--- config.mk ---
export PLATFORM = sky130hd
export DESIGN_NAME = cwsc_ram
export DESIGN_NICKNAME = d
export VERILOG_FILES = /design/src/rtl/core/cwsc_ram.sv
export SDC_FILE = /design/constraint.sdc
export NUM_CORES = 1
export LEC_CHECK = 0
export BUFFER_PORTS_ARGS = -buffer_cell sky130_fd_sc_hd__buf_2
export CELL_PAD_IN_SITES_DETAIL_PLACEMENT = 1
export CELL_PAD_IN_SITES_GLOBAL_PLACEMENT = 1
export CORE_MARGIN = 2
export CORE_UTILIZATION = 51
export CTS_CLUSTER_DIAMETER = 120
export DETAILED_ROUTE_END_ITERATION = 16
export PLACE_DENSITY = 0.74
export SLEW_MARGIN = 10
export SYNTH_ARGS = -nofsm -noshare
export SYNTH_HDL_FRONTEND = slang
export SYNTH_SLANG_ARGS = --single-unit
--- constraint.sdc ---
create_clock -name clk_i -period 2.9 [get_ports clk_i]
set_input_delay 0.58 -clock clk_i [delete_from_list [all_inputs] [get_ports clk_i]]
set_output_delay 0.58 -clock clk_i [all_outputs]
set_load 0.02 [all_outputs]
--- src/rtl/core/cwsc_ram.sv ---
// Generic single-clock RAM: one write port, one registered read port.
// Read-first: a read of the address written in the same cycle returns old data.
module cwsc_ram #(
  parameter int WIDTH = 8,
  parameter int DEPTH = 32,
  parameter int AW    = (DEPTH > 1) ? $clog2(DEPTH) : 1
) (
  input  logic             clk_i,
  input  logic             we_i,
  input  logic [AW-1:0]    waddr_i,
  input  logic [WIDTH-1:0] wdata_i,
  input  logic             re_i,
  input  logic [AW-1:0]    raddr_i,
  output logic [WIDTH-1:0] rdata_o
);

  logic [WIDTH-1:0] mem_q [DEPTH];
  logic [WIDTH-1:0] rdata_q;

  always_ff @(posedge clk_i) begin
    if (re_i) begin
      rdata_q <= mem_q[raddr_i];
    end
    if (we_i) begin
      mem_q[waddr_i] <= wdata_i;
    end
  end

  assign rdata_o = rdata_q;

endmodule

==> results.md, run 1 <==
- Status: complete, no violations
- Starting DRT DRC Count: 586
- Worst path bufs/invs: 2
- CTS Hold Bufs: 0
- Cell-internal power: 6.131 mW
- Synth area leaders: edfxtp_1 78%, mux4_2 18%, nor2_1 1.2%, mux2_2 0.89%, buf_4 0.44%
- Die Area: 21,010 um2
- Kind of critical path: input port to register
- Cell Area, Synth: 10,130 um2
- Core ar.: 19,460 um2
- First-pass GRT wire length: 32,740 um
- Crit-path slowest cell: mux4_2
- Maximum vdd drop: 539.3 uV
- Worst path most repeated cell: mux4_2
- Hold path endpoint: rdata_o[1]$_DFFE_PP_
- Antenna violations before repair: 0
- Post-CTS Setup Repair Bufs: 0
- Vias per inst: 5.983
- Root buf cell: clkbuf_16
- Area share of the largest cell type after synthesis: 78.23%
- Max-Cap Viols: 0
- Post-cts sizing count: 0
- Reg2Reg Depth: 3
- Synthesized area per cell: 24.30 um2
- TNS Setup: 0 ns
- Area leader, netlist: edfxtp_1
- Initial Util: 52.07%
- Synth cell types: 14
- Clk_lat worst skew: 0.52 ns
- Total power: 7.699 mW
- Unrepaired setup endpoints after global routing: no
- Via count: 4,595
- Final Max Slew Viols: 0
- Commonest non-fill, non-tap cells in the layout: 264 x edfxtp_1, 80 x mux4_2, 33 x nor2_1
- Hold path startpoint: re_i
- Post-route ant nets: 0
- Number of nets in the layout: 507
- Drt pass-1 iters: 8
- Largest net degree at the start of global routing: 37
- Worst r2r dst: rdata_o[6]$_DFFE_PP_
- CP required: 3.17 ns
- Fin crit period: 2.120 ns
- Residual DRC: 0
- Net switching power: 1.568 mW
- Setup crit end kind: register
- Pleak: 3.649 nW
- Worst path arrival time: 2.39 ns
- Cell row count: 51
- IO Pins: 29
- Comb power frac: 5.4%
- Grt total ovfl: 0
- PD cells: 666.5 nW/um2
- Worst path max stage delay: 0.58 ns
- Setup ws final: 0.7797 ns
- Worst slew margin: 47.67%
- Num CTS Buffers: 26
- Vias in the first global route: 4,933
- Fmax: 471.6 MHz
- Die W: 145.0 um
- Crit-path leading delay family: multiplexers
- Max FO, Critical Path: 28
- WL/cell: 28.45 um
- Slew @ Worst Pin: 0.7821 ns
- Vert. Die Dim: 145.0 um
- Period utilisation layout: 73.11%
- Hold Crit Depth: 1
- Clock sink count: 264
- Hold Crit Class: input port to register
- Final Wtd Congestion: 0.7824
- Worst path cell trace: buf_4, buf_12, mux4_2, mux4_2, mux2_2
- DRT Wirelength: 21,850 um
- Worst Setup Start Kind: input port
- Final hold violations: 0
- Clock network power share: 39.0%
- Max clock buf depth: 3
- Area grow syn2layout: 13.99%
- Final setup fails: 0
- Synthesis Warnings: 0
- Seq/Total Area, Yosys: 78.23%
- R2R setup slack: 0.92 ns
- Share of layout cells above drive strength 1: 36.58%
- RR Startpoint: mem_q[21][6]$_DFFE_PP_
- Place WS: 0.2409 ns
- PortBufs: 28
- Post-DP HPWL: 14,230 um
- Clock slew at reported path FFs: 0.06 ns
- Ant diodes: 0
- Final Skew: 0.005903 ns
- Seq pwr share: 55.6%
- Post-Synthesis Cells: 417
- Switching share of power: 20.37%
- H-Tree Depth: 1
- TritonCTS clock tree: built
- Syn_nets: 438
- All-Layer GR Usage: 21.48%
- Synth Register Bits: 264
- Commonest non-fill, non-tap cell in the layout: edfxtp_1
[cell type report]
class / instances / area [um2]
flip-flops and latches: 264 / 7928
fillers: 1583 / 7911
multi-input cells: 133 / 2100
clock buffers: 35 / 705.7
repair buffers: 61 / 440.4
well taps: 265 / 331.6
clock inverters: 10 / 46.29
[cells by family (layout without fill, tap and decap cells)]
logic type / after synthesis / in the layout / synth area share, %
DFF: 264 / 264 / 78.23
muxes: 88 / 88 / 18.67
and+or+nand+nor: 45 / 45 / 2.050
buffers and inverters: 20 / 106 / 1.049
[metal layers]
layer	up-vias	global-route usage [%]	share of wire (%)
met4	0	5.149	1.8
met1	2464	31.06	43
li1	1930	-	-
met5	-	0	0
met2	175	34.60	49
met3	26	4.057	6.8
[cell usage after synthesis (all sizes together)]
master / instances
buf: 14
clkbuf: 6
edfxtp: 264
mux2: 8
mux4: 80
nand2: 1
nand3: 2
nand3b: 5
nor2: 33
or3: 1
or3b: 3
[flip-flops by register name, indices dropped and copies added (netlist names)]
signal,cells
mem_q,256
rdata_o,8
[metrics by stage]
| step | hold slack, ns | area [um2] | util [%] | std cells |
|---|---|---|---|---|
| after floorplan | 0.6789 | 10130 | - | 417 |
| after global placement | 0.9581 | 10800 | 55.49 | 723 |
| after detailed placement | 0.9705 | 10800 | 55.49 | 723 |
| after CTS | 0.4276 | 11550 | 59.35 | 768 |
| after global routing | 0.4285 | 11550 | 59.35 | 768 |
| final | 0.4457 | 11550 | 59.35 | 768 |
[how the worst max path moves through the flow]
stage                     startpoint              endpoint  slack [ns]  depth (start not counted)
final                     raddr_i[0]  rdata_o[6]$_DFFE_PP_        0.78                          5
after global routing      raddr_i[0]  rdata_o[1]$_DFFE_PP_        0.73                          5
after CTS                 raddr_i[0]  rdata_o[6]$_DFFE_PP_        0.78                          5
after detailed placement  raddr_i[0]  rdata_o[2]$_DFFE_PP_        0.24                          5
after global placement    raddr_i[0]  rdata_o[2]$_DFFE_PP_        0.25                          5
after floorplan           raddr_i[2]  rdata_o[0]$_DFFE_PP_        0.38                          5
[power groups by stage]
| stage | Clock, mW | Sequential (mW) | Combinational (mW) |
|---|---|---|---|
| 2_1_floorplan | 0 | 4.36 | 0.226 |
| 3_3_place_gp | 0 | 4.36 | 0.398 |
| 3_5_place_dp | 0 | 4.37 | 0.417 |
| 4_1_cts | 3.05 | 4.29 | 0.419 |
| 5_1_grt | 3.18 | 4.29 | 0.441 |
| 6_report | 3.00 | 4.28 | 0.413 |
Note: power is estimated with default switching activity, not from simulation.
==> run 2, diff against run 1 <==
CORE_UTILIZATION = 50   (was 51)
PLACE_DENSITY = 0.76   (was 0.74)
clock period = 1.9 ns   (was 2.9 ns; I/O delays follow)
==> results.md, run 2 (synthesis gave the netlist of run 1 again) <==
- WL/cell: 28.82 um
- Grt total ovfl: 0
- Fmax: 505.7 MHz
- Vias in the first global route: 4,968
- Cell row count: 52
- Total power: 11.95 mW
- Worst Setup Start Kind: register
- Final hold violations: 0
- Core ar.: 20,040 um2
- Crit-path slowest cell: mux4_2
- Root buf cell: clkbuf_16
- Post-CTS Setup Repair Bufs: 0
- Final Wtd Congestion: 0.7541
- Failing checks: negative setup slack
- Worst path max stage delay: 0.55 ns
- Clock sink count: 264
- PD cells: 1023 nW/um2
- Fin crit period: 1.977 ns
- H-Tree Depth: 1
- Drt pass-1 iters: 5
- Die Area: 21,420 um2
- Commonest non-fill, non-tap cells in the layout: 264 x edfxtp_1, 80 x mux4_2, 33 x nor2_1, 33 x buf_4
- First-pass GRT wire length: 33,950 um
- Antenna violations before repair: 0
- Clock slew at reported path FFs: 0.06 ns
- Starting DRT DRC Count: 445
- Worst path bufs/invs: 0
- Setup crit end kind: register
- Hold Crit Class: input port to register
- Final Skew: 0.006586 ns
- Setup ws final: -0.07729 ns
- DRT Wirelength: 22,480 um
- CP required: 2.17 ns
- Worst path most repeated cell: mux4_2
- Crit-path leading delay family: multiplexers
- Clk_lat worst skew: 0.52 ns
- Number of nets in the layout: 513
- Residual DRC: 0
- Worst path cell trace: mux4_2, mux4_2, mux2_4
- IO Pins: 29
- Vert. Die Dim: 146.4 um
- Final setup fails: 8
- Pleak: 3.734 nW
- Largest net degree at the start of global routing: 33
- FF+latch area: 7928 um2
- CTS Hold Bufs: 0
- Max-Cap Viols: 0
- TritonCTS clock tree: built
- Maximum vdd drop: 562.6 uV
- Worst path arrival time: 2.25 ns
- Largest Register: mem_q
- Unrepaired setup endpoints after global routing: yes
- Num CTS Buffers: 26
- Filler cells: 1,707
- Ant diodes: 0
- Share of layout cells above drive strength 1: 38.04%
- Post-DP HPWL: 14,210 um
- Max FO, Critical Path: 1
- Initial Util: 50.57%
- Multi-input gate area: 2111 um2
- Die W: 146.4 um
- Status: finished with violations
- Max clock buf depth: 3
- All-Layer GR Usage: 21.90%
- Area grow syn2layout: 15.32%
- Vias per inst: 5.996
- PortBufs: 28
- Largest register FFs: 256
- Place WS: -0.5859 ns
- Post-route ant nets: 0
- Via count: 4,677
- Worst slew margin: 55.59%
- WHS: 0.2483 ns
- Slew @ Worst Pin: 0.6662 ns
- Commonest non-fill, non-tap cell in the layout: edfxtp_1
- Kind of critical path: register to register
- Period utilisation layout: 104.1%
- Final Max Slew Viols: 0
run 2: cell type report:
class / instances / area share (%)
Multi-Input combinational cell: 133 / 18.06
Clock buffer: 32 / 5.942
Clock inverter: 14 / 0.7923
Timing Repair Buffer: 67 / 4.475
Tap cell: 270 / 2.891
Sequential cell: 264 / 67.84
run 2: final timing paths:
kind	startpoint	end	slack [ns]	depth (start not counted)
max	mem_q[30][2]$_DFFE_PP_	rdata_o[2]$_DFFE_PP_	-0.08	3
min	re_i	rdata_o[4]$_DFFE_PP_	0.25	1
max reg2reg	mem_q[30][2]$_DFFE_PP_	rdata_o[2]$_DFFE_PP_	-0.08	3
min reg2reg	mem_q[2][4]$_DFFE_PP_	rdata_o[4]$_DFFE_PP_	0.99	3
run 2: timing repair:
action / 4_1_cts / 5_1_grt
resized for setup: 1 / 2
pin swaps: 0 / 0
gates cloned: 0 / 0
endpoints found under the setup margin: 8 / 8
run 2: power breakdown:
part           switching, mW  leakage (nW)  total, mW  internal [mW]
clock network           2.05         0.392       4.76           2.72
registers             0.0257          2.38       6.53           6.50
logic                  0.375         0.957      0.664          0.289
total                   2.45          3.73       12.0           9.51
run 2: routing by layer:
metal	track usage [%]	vias up	part of all wire, %
met1	32.88	2527	44
met3	3.156	27	5.6
met4	4.951	0	1.4
met2	35.00	184	49
li1	-	1939	-
met5	0	-	0
run 2: through the flow:
step	setup TNS, ns	instance area (um2)	cells	utilization (%)
finish	-0.3848	11690	780	58.32
CTS	-0.4846	11680	780	58.28
global placement	-4.302	10890	734	54.33
detailed placement	-4.472	10890	734	54.33
global route	-0.6006	11690	780	58.32
floorplan	-1.731	10240	417	-
==> run 3, diff against run 2 <==
SETUP_SLACK_MARGIN = 0.5   (was default)
==> results.md, run 3 (synthesis gave the netlist of run 1 again) <==
- Status: finished with violations
- Failing checks: negative setup slack
- Number of nets in the layout: 495
- Num CTS Buffers: 26
- Placement Cell Area: 10,970 um2
- Period utilisation layout: 106.0%
- Ant diodes: 0
- IO Pins: 29
- Clk_lat worst skew: 0.52 ns
- Hold Crit Class: input port to register
- Largest Register: mem_q
- TNS Setup: -0.4887 ns
- Pleak: 3.644 nW
- Via count: 4,554
- Largest register FFs: 256
- Vert. Die Dim: 146.4 um
- Worst Setup Start Kind: register
- Max FO, Critical Path: 1
- Cell row count: 52
- Post-layout util: 58.97%
- Drt pass-1 iters: 5
- PD cells: 999.6 nW/um2
- Commonest non-fill, non-tap cells in the layout: 264 x edfxtp_1, 80 x mux4_2, 27 x clkbuf_16
- First-pass GRT wire length: 33,690 um
- DRT Wirelength: 22,290 um
- Switching share of power: 20.44%
- WHS: 0.2625 ns
- PortBufs: 28
- Max-Cap Viols: 0
- Core ar.: 20,040 um2
- Slew @ Worst Pin: 0.6820 ns
- Clock slew at reported path FFs: 0.06 ns
- Unrepaired setup endpoints after global routing: yes
- Final Cell Area: 11,820 um2
- Comb power frac: 6.1%
- Max clock buf depth: 3
- Clock network power share: 38.6%
- Worst slew margin: 54.53%
- Net switching power: 2.414 mW
- CP required: 2.17 ns
- Antenna violations before repair: 0
- Residual DRC: 0
- Initial Util: 50.57%
- Final hold violations: 0
- Die W: 146.4 um
- Grt total ovfl: 0
- Root buf cell: clkbuf_16
- H-Tree Depth: 1
- Post-route ant nets: 0
- Setup crit end kind: register
- Post-CTS Setup Repair Bufs: 0
- Final Max Slew Viols: 0
- All-Layer GR Usage: 21.89%
- TritonCTS clock tree: built
- Kind of critical path: register to register
- CTS Hold Bufs: 0
- Worst path arrival time: 2.28 ns
- Final Wtd Congestion: 0.7615
- Largest net degree at the start of global routing: 38
- Place WS: -0.6440 ns
- Setup ws final: -0.1134 ns
- Final Skew: 0.007452 ns
- Cell-internal power: 9.398 mW
- Fmax: 496.7 MHz
- Fin crit period: 2.013 ns
- Vias per inst: 5.976
- Vias in the first global route: 4,952
- Commonest non-fill, non-tap cell in the layout: edfxtp_1
- Share of layout cells above drive strength 1: 40.24%
- Maximum vdd drop: 599.2 uV
- Die Area: 21,420 um2
- Area grow syn2layout: 16.61%
- Post-DP HPWL: 14,340 um
- Final setup fails: 8
- Seq pwr share: 55.3%
- WL/cell: 29.26 um
- Clock sink count: 264
- Starting DRT DRC Count: 381
[run 3: changes by cell type in the layout (fill, tap and decap cells not counted), moves of 3 or more]
cell / delta
buf_6: +9
clkinv_2: -4
buf_4: -21
nor2_4: +26
clkinv_1: +5
buf_2: -8
or3b_2: -3
or3b_4: +3
nor2_1: -27
[run 3: critical path, cell delays in order (launching register included)]
cell and delay (ns):
edfxtp_1 0.37, mux4_2 0.53, mux4_2 0.57, mux2_4 0.30
[run 3: final timing paths]
| kind | cells past startpoint | slack [ns] | end | from |
|---|---|---|---|---|
| max | 3 | -0.11 | rdata_o[2]$_DFFE_PP_ | mem_q[23][2]$_DFFE_PP_ |
| min | 1 | 0.26 | rdata_o[6]$_DFFE_PP_ | re_i |
| max reg2reg | 3 | -0.11 | rdata_o[2]$_DFFE_PP_ | mem_q[23][2]$_DFFE_PP_ |
| min reg2reg | 3 | 0.99 | rdata_o[2]$_DFFE_PP_ | mem_q[10][2]$_DFFE_PP_ |
[run 3: metrics by stage]
step | cells | power (mW)
2_1_floorplan | 417 | 7.066
3_3_place_gp | 715 | 7.317
3_5_place_dp | 715 | 7.353
4_1_cts | 762 | 11.91
5_1_grt | 762 | 12.14
6_report | 762 | 11.81
[run 3: cell type report]
type,instances,area [um2]
Clock inverter,13,52.55
Sequential cell,264,7928
Timing Repair Buffer,49,486.7
Multi-Input combinational cell,133,2313
Tap cell,270,337.8
Fill cell,1688,8223
Clock buffer,33,698.2
[run 3: power groups by stage]
| stage | Combinational, mW | Sequential [mW] | Clock [mW] |
|---|---|---|---|
| final | 0.722 | 6.54 | 4.55 |
| after global routing | 0.767 | 6.54 | 4.84 |
| after CTS | 0.734 | 6.54 | 4.64 |
| after detailed placement | 0.697 | 6.66 | 0 |
| after global placement | 0.670 | 6.65 | 0 |
| after floorplan | 0.406 | 6.66 | 0 |
[run 3: layer usage]
metal,vias to the layer above,GRT usage [%],part of all wire [%]
met2,161,35.31,50
met4,0,5.534,1.8
met5,-,0,0
met1,2462,32.32,42
met3,29,3.156,6.1
li1,1902,-,-
[run 3: repair_timing]
item | CTS | global route
cloned | 1 | 0
gates resized for setup | 19 | 0
setup endpoints to repair | 16 | 16
